--- config.mk ---
export PLATFORM = sky130hd
export DESIGN_NAME = uart_registers_with_rx_buffer_core
export DESIGN_NICKNAME = d
export VERILOG_FILES = /design/src/design/uartrx_pkg.sv /design/src/design/uartrx_out_buf.sv /design/src/design/uart_registers_with_rx_buffer_core.sv
export SDC_FILE = /design/constraint.sdc
export NUM_CORES = 2
export LEC_CHECK = 0
export BUFFER_PORTS_ARGS = -buffer_cell sky130_fd_sc_hd__buf_2
export CORE_MARGIN = 3
export CORE_UTILIZATION = 45
export CTS_BUF_LIST = sky130_fd_sc_hd__clkbuf_16
export DETAILED_ROUTE_END_ITERATION = 12
export HOLD_SLACK_MARGIN = 0.15
export PLACE_DENSITY = 0.69
export SYNTH_ARGS = -nofsm -noshare
export SYNTH_HDL_FRONTEND = slang
export SYNTH_SLANG_ARGS = --single-unit
--- constraint.sdc ---
create_clock -name clk -period 9.8 [get_ports clk]
set_input_delay 1.47 -clock clk [delete_from_list [all_inputs] [get_ports clk]]
set_output_delay 1.47 -clock clk [all_outputs]
set_load 0.005 [all_outputs]
--- src/design/uartrx_pkg.sv ---
// ----------------------------------------------------------------------------
// uartrx_pkg
// Types and constants shared by the UART register block with receive FIFO.
// ----------------------------------------------------------------------------
package uartrx_pkg;

  localparam logic [1:0] ACT_READ  = 2'd0;
  localparam logic [1:0] ACT_WRITE = 2'd1;
  localparam logic [1:0] ACT_LINE  = 2'd2;

  localparam logic [9:0] ADDR_SR  = 10'h000;
  localparam logic [9:0] ADDR_DR  = 10'h004;
  localparam logic [9:0] ADDR_BRR = 10'h008;
  localparam logic [9:0] ADDR_CR1 = 10'h00C;
  localparam logic [9:0] ADDR_CR2 = 10'h010;
  localparam logic [9:0] ADDR_CR3 = 10'h014;

  localparam int CR1_UE     = 13;
  localparam int CR1_TXEIE  = 7;
  localparam int CR1_TCIE   = 6;
  localparam int CR1_RXNEIE = 5;
  localparam int CR1_RE     = 2;

  localparam int SR_TXE  = 7;
  localparam int SR_TC   = 6;
  localparam int SR_RXNE = 5;
  localparam int SR_ORE  = 3;

  localparam int SPACE_W = 9;

  typedef struct packed {
    logic [SPACE_W-1:0] rx_space;
    logic               rx_dropped;
    logic               irq_level;
    logic [7:0]         tx_byte;
    logic               tx_valid;
    logic [31:0]        read_data;
  } result_t;

endpackage

--- src/design/uartrx_out_buf.sv ---
// ----------------------------------------------------------------------------
// uartrx_out_buf
// Output register with a skid stage, so a result can wait while the next
// transfer is taken on the input side.
// ----------------------------------------------------------------------------
module uartrx_out_buf (
  input  logic               clk,
  input  logic               rst_n,
  input  logic               in_valid,
  output logic               in_ready,
  input  uartrx_pkg::result_t in_res,
  output logic               out_valid,
  input  logic               out_ready,
  output uartrx_pkg::result_t out_res
);

  logic                main_v_r;
  logic                skid_v_r;
  uartrx_pkg::result_t main_r;
  uartrx_pkg::result_t skid_r;
  logic                push;

  assign in_ready  = !skid_v_r;
  assign push      = in_valid && !skid_v_r;
  assign out_valid = main_v_r;
  assign out_res   = main_r;

  always_ff @(posedge clk) begin
    if (!rst_n) begin
      main_v_r <= 1'b0;
      skid_v_r <= 1'b0;
    end else if (!main_v_r || out_ready) begin
      if (skid_v_r) begin
        main_v_r <= 1'b1;
        skid_v_r <= 1'b0;
      end else begin
        main_v_r <= push;
      end
    end else if (push) begin
      skid_v_r <= 1'b1;
    end
  end

  always_ff @(posedge clk) begin
    if (!main_v_r || out_ready) begin
      if (skid_v_r) begin
        main_r <= skid_r;
      end else if (push) begin
        main_r <= in_res;
      end
    end else if (push) begin
      skid_r <= in_res;
    end
  end

endmodule

--- src/design/uart_registers_with_rx_buffer_core.sv ---
// ----------------------------------------------------------------------------
// uart_registers_with_rx_buffer_core
// UART register file (SR, DR, BRR, CR1-3) with a receive ring FIFO.
// ----------------------------------------------------------------------------
// One item is taken every clock while in_tready is high and gives one result.
// Register state and FIFO pointers update in the cycle of the transfer; the
// byte moved into DR from the FIFO leaves the memory read port in the next
// cycle and is bypassed to a DR read in that cycle, so the rate stays at one
// per clock. in_tready drops only while both the output register and its
// skid stage hold results. The FIFO memory needs no clearing pass after reset.
module uart_registers_with_rx_buffer_core #(
  parameter int RX_FIFO_DEPTH = 256
) (
  input  logic        clk,
  input  logic        rst_n,
  input  logic        in_tvalid,
  output logic        in_tready,
  input  logic [55:0] in_tdata,  // address[9:0], write_data[41:10], rx_byte[49:42]
  input  logic [1:0]  in_tuser,  // action[1:0]
  input  logic        in_tlast,  // rx_chunk_end
  output logic        out_tvalid,
  input  logic        out_tready,
  output logic [55:0] out_tdata  // read_data[31:0], tx_valid[32], tx_byte[40:33],
                                 // irq_level[41], rx_dropped[42], rx_space[51:43]
);

  localparam int FW = $clog2(RX_FIFO_DEPTH + 1);
  localparam int HW = $clog2(RX_FIFO_DEPTH);
  localparam int PW = FW + 1;
  localparam logic [FW-1:0] DEPTH_F = FW'(RX_FIFO_DEPTH);
  localparam logic [PW-1:0] DEPTH_P = PW'(RX_FIFO_DEPTH);
  localparam logic [HW-1:0] LAST_H  = HW'(RX_FIFO_DEPTH - 1);
  localparam int SPACE_PAD = uartrx_pkg::SPACE_W;

  logic [7:0]    data_reg_r;
  logic [15:0]   baud_r, baud_nxt;
  logic [13:0]   cr1_r, cr1_nxt;
  logic [31:0]   cr2_r, cr2_nxt;
  logic [31:0]   cr3_r, cr3_nxt;
  logic          txe_r, txe_nxt;
  logic          tc_r, tc_nxt;
  logic          rxne_r, rxne_nxt;
  logic          ore_r, ore_nxt;
  logic          armed_r, armed_nxt;
  logic [FW-1:0] fill_r, fill_nxt;
  logic [HW-1:0] head_r, head_nxt;
  logic          pend_r, pend_nxt;
  logic          fwd_r, fwd_nxt;
  logic [7:0]    fwd_byte_r;

  logic [7:0]    fifo_mem [RX_FIFO_DEPTH];
  logic [7:0]    mem_q;

  logic          in_fire;
  logic [1:0]    action;
  logic [9:0]    address;
  logic [31:0]   write_data;
  logic [7:0]    rx_byte;
  logic [7:0]    data_now;
  logic          rx_en;
  logic          push;
  logic          pop_req;
  logic [FW-1:0] fill_push;
  logic [PW-1:0] pos_sum;
  logic [PW-1:0] pos_wrap;
  logic [HW-1:0] wr_addr;
  logic [FW-1:0] space;
  logic [FW+SPACE_PAD-1:0] space_ext;

  uartrx_pkg::result_t res;

  assign in_fire    = in_tvalid && in_tready;
  assign action     = in_tuser;
  assign address    = in_tdata[9:0];
  assign write_data = in_tdata[41:10];
  assign rx_byte    = in_tdata[49:42];

  assign data_now = pend_r ? (fwd_r ? fwd_byte_r : mem_q) : data_reg_r;
  assign rx_en    = cr1_r[uartrx_pkg::CR1_UE] && cr1_r[uartrx_pkg::CR1_RE];

  assign pos_sum  = PW'(head_r) + PW'(fill_r);
  assign pos_wrap = (pos_sum >= DEPTH_P) ? (pos_sum - DEPTH_P) : pos_sum;
  assign wr_addr  = pos_wrap[HW-1:0];

  always_comb begin
    baud_nxt  = baud_r;
    cr1_nxt   = cr1_r;
    cr2_nxt   = cr2_r;
    cr3_nxt   = cr3_r;
    txe_nxt   = txe_r;
    tc_nxt    = tc_r;
    rxne_nxt  = rxne_r;
    ore_nxt   = ore_r;
    armed_nxt = armed_r;
    head_nxt  = head_r;
    pend_nxt  = 1'b0;
    fwd_nxt   = 1'b0;
    push      = 1'b0;
    pop_req   = 1'b0;
    res       = '0;
    if (in_fire) begin
      case (action)
        uartrx_pkg::ACT_READ: begin
          case (address)
            uartrx_pkg::ADDR_SR: begin
              res.read_data[uartrx_pkg::SR_TXE]  = txe_r;
              res.read_data[uartrx_pkg::SR_TC]   = tc_r;
              res.read_data[uartrx_pkg::SR_RXNE] = rxne_r;
              res.read_data[uartrx_pkg::SR_ORE]  = ore_r;
              armed_nxt = 1'b1;
            end
            uartrx_pkg::ADDR_DR: begin
              if (ore_r && armed_r) begin
                ore_nxt = 1'b0;
              end
              res.read_data = {24'd0, data_now};
              rxne_nxt = 1'b0;
              pop_req  = 1'b1;
            end
            uartrx_pkg::ADDR_BRR: res.read_data = {16'd0, baud_r};
            uartrx_pkg::ADDR_CR1: res.read_data = {18'd0, cr1_r};
            uartrx_pkg::ADDR_CR2: res.read_data = cr2_r;
            uartrx_pkg::ADDR_CR3: res.read_data = cr3_r;
            default: res.read_data = '0;
          endcase
        end
        uartrx_pkg::ACT_WRITE: begin
          case (address)
            uartrx_pkg::ADDR_SR: begin
              if (!write_data[uartrx_pkg::SR_TC]) begin
                tc_nxt = 1'b0;
              end
              if (!write_data[uartrx_pkg::SR_RXNE]) begin
                rxne_nxt = 1'b0;
              end
            end
            uartrx_pkg::ADDR_DR: begin
              res.tx_valid = 1'b1;
              res.tx_byte  = write_data[7:0];
              txe_nxt      = 1'b1;
              tc_nxt       = 1'b1;
            end
            uartrx_pkg::ADDR_BRR: baud_nxt = write_data[15:0];
            uartrx_pkg::ADDR_CR1: cr1_nxt  = write_data[13:0];
            uartrx_pkg::ADDR_CR2: cr2_nxt  = write_data;
            uartrx_pkg::ADDR_CR3: cr3_nxt  = write_data;
            default: ;
          endcase
        end
        uartrx_pkg::ACT_LINE: begin
          if (!rx_en) begin
            res.rx_dropped = 1'b1;
          end else begin
            if (fill_r == DEPTH_F) begin
              res.rx_dropped = 1'b1;
            end else begin
              push = 1'b1;
            end
            pop_req = in_tlast;
          end
        end
        default: ;
      endcase
    end

    fill_push = fill_r + FW'(push);
    fill_nxt  = fill_push;
    if (pop_req && (fill_push != '0)) begin
      fill_nxt = fill_push - FW'(1);
      head_nxt = (head_r == LAST_H) ? '0 : head_r + HW'(1);
      if (rx_en) begin
        if (rxne_nxt) begin
          ore_nxt   = 1'b1;
          armed_nxt = 1'b0;
        end
        rxne_nxt = 1'b1;
        pend_nxt = 1'b1;
        fwd_nxt  = push && (fill_r == '0);
      end
    end

    space         = DEPTH_F - fill_nxt;
    space_ext     = {{SPACE_PAD{1'b0}}, space};
    res.rx_space  = space_ext[uartrx_pkg::SPACE_W-1:0];
    res.irq_level = (cr1_nxt[uartrx_pkg::CR1_TXEIE] && txe_nxt) ||
                    (cr1_nxt[uartrx_pkg::CR1_TCIE] && tc_nxt) ||
                    (cr1_nxt[uartrx_pkg::CR1_RXNEIE] && (rxne_nxt || ore_nxt));
  end

  always_ff @(posedge clk) begin
    if (push) begin
      fifo_mem[wr_addr] <= rx_byte;
    end
    mem_q <= fifo_mem[head_r];
  end

  always_ff @(posedge clk) begin
    fwd_byte_r <= rx_byte;
  end

  always_ff @(posedge clk) begin
    if (!rst_n) begin
      data_reg_r <= '0;
      baud_r     <= '0;
      cr1_r      <= '0;
      cr2_r      <= '0;
      cr3_r      <= '0;
      txe_r      <= 1'b1;
      tc_r       <= 1'b1;
      rxne_r     <= 1'b0;
      ore_r      <= 1'b0;
      armed_r    <= 1'b0;
      fill_r     <= '0;
      head_r     <= '0;
      pend_r     <= 1'b0;
      fwd_r      <= 1'b0;
    end else begin
      data_reg_r <= data_now;
      baud_r     <= baud_nxt;
      cr1_r      <= cr1_nxt;
      cr2_r      <= cr2_nxt;
      cr3_r      <= cr3_nxt;
      txe_r      <= txe_nxt;
      tc_r       <= tc_nxt;
      rxne_r     <= rxne_nxt;
      ore_r      <= ore_nxt;
      armed_r    <= armed_nxt;
      fill_r     <= fill_nxt;
      head_r     <= head_nxt;
      pend_r     <= pend_nxt;
      fwd_r      <= fwd_nxt;
    end
  end

  uartrx_pkg::result_t out_res;

  uartrx_out_buf u_out_buf (
    .clk       (clk),
    .rst_n     (rst_n),
    .in_valid  (in_fire),
    .in_ready  (in_tready),
    .in_res    (res),
    .out_valid (out_tvalid),
    .out_ready (out_tready),
    .out_res   (out_res)
  );

  assign out_tdata = {4'd0, out_res};

`ifndef SYNTHESIS
  a_fill_bound: assert property (@(posedge clk) disable iff (!rst_n)
    fill_r <= DEPTH_F)
    else $error("rx fill beyond depth");

  a_pend_origin: assert property (@(posedge clk) disable iff (!rst_n)
    pend_r |-> $past(in_fire))
    else $error("DR load pending without a transfer");

  a_fwd_empty: assert property (@(posedge clk) disable iff (!rst_n)
    fwd_r |-> (pend_r && $past(fill_r) == '0))
    else $error("forward taken with non-empty FIFO");

  a_stall_full: assert property (@(posedge clk) disable iff (!rst_n)
    !in_tready |-> out_tvalid)
    else $error("input stalled with no result held");
`endif

endmodule

**Word-level counts from Yosys, hierarchy flattened**

Memory sizes are Yosys's and may differ from the RTL's. A register that Yosys moved wholly into a read port is not among the register bits.
Cells that the tools add are included.

- Output and inout bits: 58
- Input bits: 63
- Bits in writable memories: 2048
- Memory bits (read-only): 0
- Memories kept: 1
- Bits in latches: 0
- Bits in registers: 240
- Word-level logic and storage cells: 140

- Div/mod/pow operators: 0
- Bitwise gates (word level): 2
- Mux-type cells: 62
- Order comparisons: 1
- Shift operators: 0
- Eq/ne operators: 9
- Multiply operators: 0
- Reduce and logical (&&, ||, !) cells: 29
- $add $sub $neg: 6

Memory list:

| name | words | width | rd ports | clocked after memory_dff | write ports | line | text |
|---|---|---|---|---|---|---|---|
| fifo_mem | 256 | 8 | 1 | 1 | 1 | uart_registers_with_rx_buffer_core.sv:51 | `logic [7:0] fifo_mem [RX_FIFO_DEPTH];` |

Operator list:

| cell | count |
|---|---|
| two-way mux 52 bit | 2 |
| case mux 24 bit (4 select lines) | 1 |
| two-way mux 8 bit | 7 |
| two-way mux 41 bit | 1 |
| two-way mux 1 bit | 40 |
| two-way mux 32 bit | 1 |
| two-way mux 9 bit | 3 |
| == test 10 x 4 -> 1 bit, second input constant | 2 |
| == test 10 x 5 -> 1 bit, second input constant | 2 |
| case mux 3 bit (6 select lines) | 1 |
| case mux 3 bit (5 select lines) | 1 |
| AND reduction 3 bit | 5 |
| adder 8 x 9 -> 10 bit | 1 |
| == test 10 x 3 -> 1 bit, second input constant | 1 |
| >= comparator 10 x 9 -> 1 bit, second input constant | 1 |
| zero test 10 bit | 1 |
| adder 9 x 1 -> 9 bit | 1 |
| == test 9 bit, second input constant | 1 |
| logical AND 1 bit | 9 |
| zero test 9 bit | 1 |
| nonzero test 9 bit | 1 |
| subtractor 9 x 1 -> 9 bit, second input constant | 1 |
| subtractor 9 bit, first input constant | 1 |
| adder 8 x 1 -> 8 bit, second input constant | 1 |
| 14 further kinds | 23 |

**Logic depth before layout (Yosys ltp)**

- Word-level depth: 14
- Depth in mapped cells: 19
- Gate-level depth less buffers: 16

**By module**

Synthesis repeated with hierarchy kept, for this count alone.

- Cells, all modules: 4529
- Area total of the unflattened synthesis: 90429.2 um2

Modules (own cells, without submodules):

| module | area each (um2) | seq. area each (um2) | cells each | times used |
|---|---|---|---|---|
| uart_registers_with_rx_buffer_core | 86346.6 | 64341.7 | 4358 | 1 |
| uartrx_out_buf | 4082.7 | 3163.0 | 171 | 1 |

**Worst setup path before layout**

OpenSTA, ideal clock, no wires.

- Path type: input -> register
- Start point: input in_tuser[0]
- End point: register u_out_buf.main_r, in the netlist u_out_buf.out_res[51], data pin
- Arrival time: 4690 ps
- Data required time: 9541 ps
- Buffers on the path: 1
- Setup slack: 4851 ps
- Stages: 17
- Setup time: 259 ps
- Path through: nand4bb_1 > nor2_1 > and2_1 > ha_1 > ha_1 > clkbuf_2 > nand2_1 > o21ai_0 > o211ai_2 > o31ai_2 > nor2_1 > a21oi_1 > ha_1 > o31ai_1 > or2_1 > o31a_1 > o31a_1

- Word-level cells in the longest chain between the ends: 10
- Elaborated cells on any way between the ends: 14
- Those cells by class: add/sub (3); eq/ne (1); mux (7); reduce/logical (3)

RTL lines:

| item | line | text |
|---|---|---|
| start, declared | uart_registers_with_rx_buffer_core.sv:19 | `input logic [1:0] in_tuser,` |
| branches (longest 6 deep; another with adder 9 x 1 -> 9 bit) | - |  |
| two-way mux 9 bit (*) | uart_registers_with_rx_buffer_core.sv:168 | `if (pop_req && (fill_push != '0)) begin` |
| subtractor 9 bit (*) | uart_registers_with_rx_buffer_core.sv:182 | `space = DEPTH_F - fill_nxt;` |
| two-way mux 52 bit (*) | uartrx_out_buf.sv:48 | `end else if (push) begin` |
| two-way mux 52 bit (*) | uartrx_out_buf.sv:46 | `if (skid_v_r) begin` |
| end signal, assigned | uartrx_out_buf.sv:47 | `main_r <= skid_r;` |
| end signal, assigned | uartrx_out_buf.sv:49 | `main_r <= in_res;` |
| end, declared | uartrx_out_buf.sv:19 | `uartrx_pkg::result_t main_r;` |

Mark *: on every way between the ends. The select of a mux whose other input is x is not followed.
A chain may end at the register's enable or synchronous reset.

==> metrics.txt <==
Synth Area in XOR/XNOR 0.00340; final net count 4718; combinational power share 0.012; Least-Margin Pin Slew 1.41 ns; Max-Cap Viols 0; most frequent cells in the layout edfxtp_1 (2152), mux4_2 (669), nand2_1 (267); IO Count 121; Power Dens Cells 187 nW/um^2; CTS tree done; Worst path slowest cell a211oi_1; Die Area 206000 sq um; DP HPWL 120000 microns; type of origin of the critical path flip-flop; Port Buffers 110; Max Fanout on Critical Path 130; Slew Viols, Final 0; Sw Pwr 3.82 mW; Internal 15.2 mW; Crit Path Class flip-flop to flip-flop; CP Data Required Time 10.49 ns; Synth Area per Inst 20.8 sq um; P&R area growth vs syn 12.9%; RD Place Congestion 0.815; worst hold path type flip-flop to flip-flop; Worst setup EP type flip-flop; asr flop ratio synth 0; buffers and inverters on the worst path 3; EDFF count, synth 2152; Die X 454 microns; CTS Hold Bufs 0; final core occ 0.514; antenna violations before repair 4; part of the Yosys area used for sequential elements 0.748; Crit path top cell by count mux4_2; drt pass-1 iters 6; CTS Buffer Depth 3; WL/cell 27.3 microns; layout cells sized above 1 0.283; CTS Buf Count 222; Clock power frac 0.424; GRT Resource Usage Total 0.198; Worst-Skew Late Latency 0.88 ns; largest net degree at the start of global routing 131; family with the most delay on the worst path buffers and inverters; DRC violations left 0; synthesized instance count 4341; Rel. slew slack 0.0549; commonest non-fill, non-tap cell in the layout edfxtp_1; Fin. Hold Viols 0; worst-path cell chain buf_12, buf_4, buf_4, mux4_2, mux4_2, mux4_2, nor2b_1, a211oi_1, a31oi_1; clk sinks 2296; postcts setup bufs 0; synthesized area 90200 sq um; Final TNS setup 0 ns; Setup Skew 0.0605 ns; row count 163; sequential power share 0.564; DRT iter0 DRCs 5171; Yosys reg bits 2296; Synth Area in Simple Gates 0.0385; post-cts resize count 0; Clock transition at path regs 0.06 ns; VDD IR max 0.194 mV; final setup vio count 0; minimum clock period 5.90 ns; crit path DAT 6.59 ns; Placeable Area 198000 sq um; Via density 5.91; Switching Fraction 0.201; Main synth FF type edfxtp_1; total grt overflow 0; vias in the first global route 44.2k; first-pass GRT wire length 301000 microns; total wire length 204000 microns; Adder-Cell Fraction of Synth Area 0.00189; Die H 454 microns; placed cells 7055; antenna-violating nets left 0; period utilization 0.602; leakage power of the design 31.2 nW; Yosys cell types 79; H-tree depth 4; CP peak stage delay 0.85 ns; Initial Util 0.455; via count 44.1k; post-synthesis compound-gate area fraction 0.0212; status finished, final reports clean; mux share of post-synthesis cell area 0.173; fmax 0.170 GHz; largest family of logic cells by synthesized area multiplexers; Non-Filler Instances 7463; root buf cell clkbuf_16; warnings from Yosys 0; RSZ-0062 raised after global routing no
## layout make-up
class                      instances  area, sq um
tap                             2640         3300
inverter                          12         45.0
timing repair buffer             351         2480
clock buffer                     223         5580
clock inverter                   180         1400
multi-input combinational       1759        21500
fill                           15300        96400
sequential                      2296        67500
antenna                            2         5.00
## routing by layer
layer	vias up	GRT usage	part of all wire
met3	301	0.0411	0.089
met1	23300	0.285	0.41
met5	-	0	0
met4	0	0.0541	0.024
li1	18600	-	-
met2	1888	0.312	0.48
## synthesized netlist by cell type, drive strengths merged (10+ instances only)
cell type,n,area (sq um)
edfxtp,2152,64600
or3,10,67.6
a22oi,14,105
nor4,10,68.8
o21ai,25,125
a21o,40,300
nor2,68,255
nor3,267,1340
clkbuf,177,666
mux2i,34,340
dfxtp,144,2880
a21oi,23,115
inv,12,45.1
mux2,16,180
mux4,669,15100
o211ai,10,80.1
nor2b,19,119
a21boi,94,706
nand3,12,72.6
ha,12,150
nand2,271,1020
and2,31,194
and3,12,75.1
buf,98,526
xnor2,27,236
## power groups by stage
stage	combinational [mW]	sequential (mW)	clock, mW
floorplan	0.0361	10.9	0
global placement	0.217	10.9	0
detailed placement	0.230	10.9	0
CTS	0.229	10.7	8.22
global route	0.245	10.7	8.62
finish	0.226	10.7	8.08
## registers in the layout, summed over array words and instances, names as in the netlist, 8 cells and up
| signal | cells |
|---|---|
| baud_r | 16 |
| cr1_r | 14 |
| cr2_r | 32 |
| cr3_r | 32 |
| data_reg_r | 8 |
| fifo_mem | 2048 |
| fill_r | 9 |
| fwd_byte_r | 8 |
| head_r | 8 |
| mem_q | 8 |
| u_out_buf.out_res | 52 |
| u_out_buf.skid_r | 52 |
## worst register-to-register path, delay by kind of cell (launching register included)
| kind | cells | cell delay (ns) |
|---|---|---|
| mux | 3 | 1.53 |
| simple gates | 1 | 0.15 |
| flops | 1 | 0.72 |
| buf+inv | 3 | 2.41 |
| compound gates | 2 | 0.92 |
## cells by family after synthesis
family | count (synthesis)
AOI/OAI and AO/OA | 258
muxes | 719
xor gates and xnor gates | 35
adders and majority gates | 13
buffers and inverters | 289
DFF | 2296
and+or+nand+nor | 730
other | 1
## final timing paths
check                         start                endpoint  slack (ns)  cells past startpoint
max          head_r[1]$_SDFFE_PN0N_        mem_q[3]$_DFF_P_        3.90                      9
min          cr3_r[20]$_SDFFE_PN0P_  cr3_r[20]$_SDFFE_PN0P_        0.46                      2
max reg2reg  head_r[1]$_SDFFE_PN0N_        mem_q[3]$_DFF_P_        3.90                      9
min reg2reg  cr3_r[20]$_SDFFE_PN0P_  cr3_r[20]$_SDFFE_PN0P_        0.46                      2
## through the flow
stage	worst slack, ns	instance area, sq um	hold slack, ns	power [mW]
finish	3.90	102000	0.461	19.0
CTS	4.00	102000	0.465	19.2
global route	3.69	102000	0.480	19.6
detailed placement	3.72	94900	0.456	11.2
floorplan	4.85	90200	0.440	11.0
global placement	3.77	94900	0.450	11.2
Power figures use the tool's default switching activity.
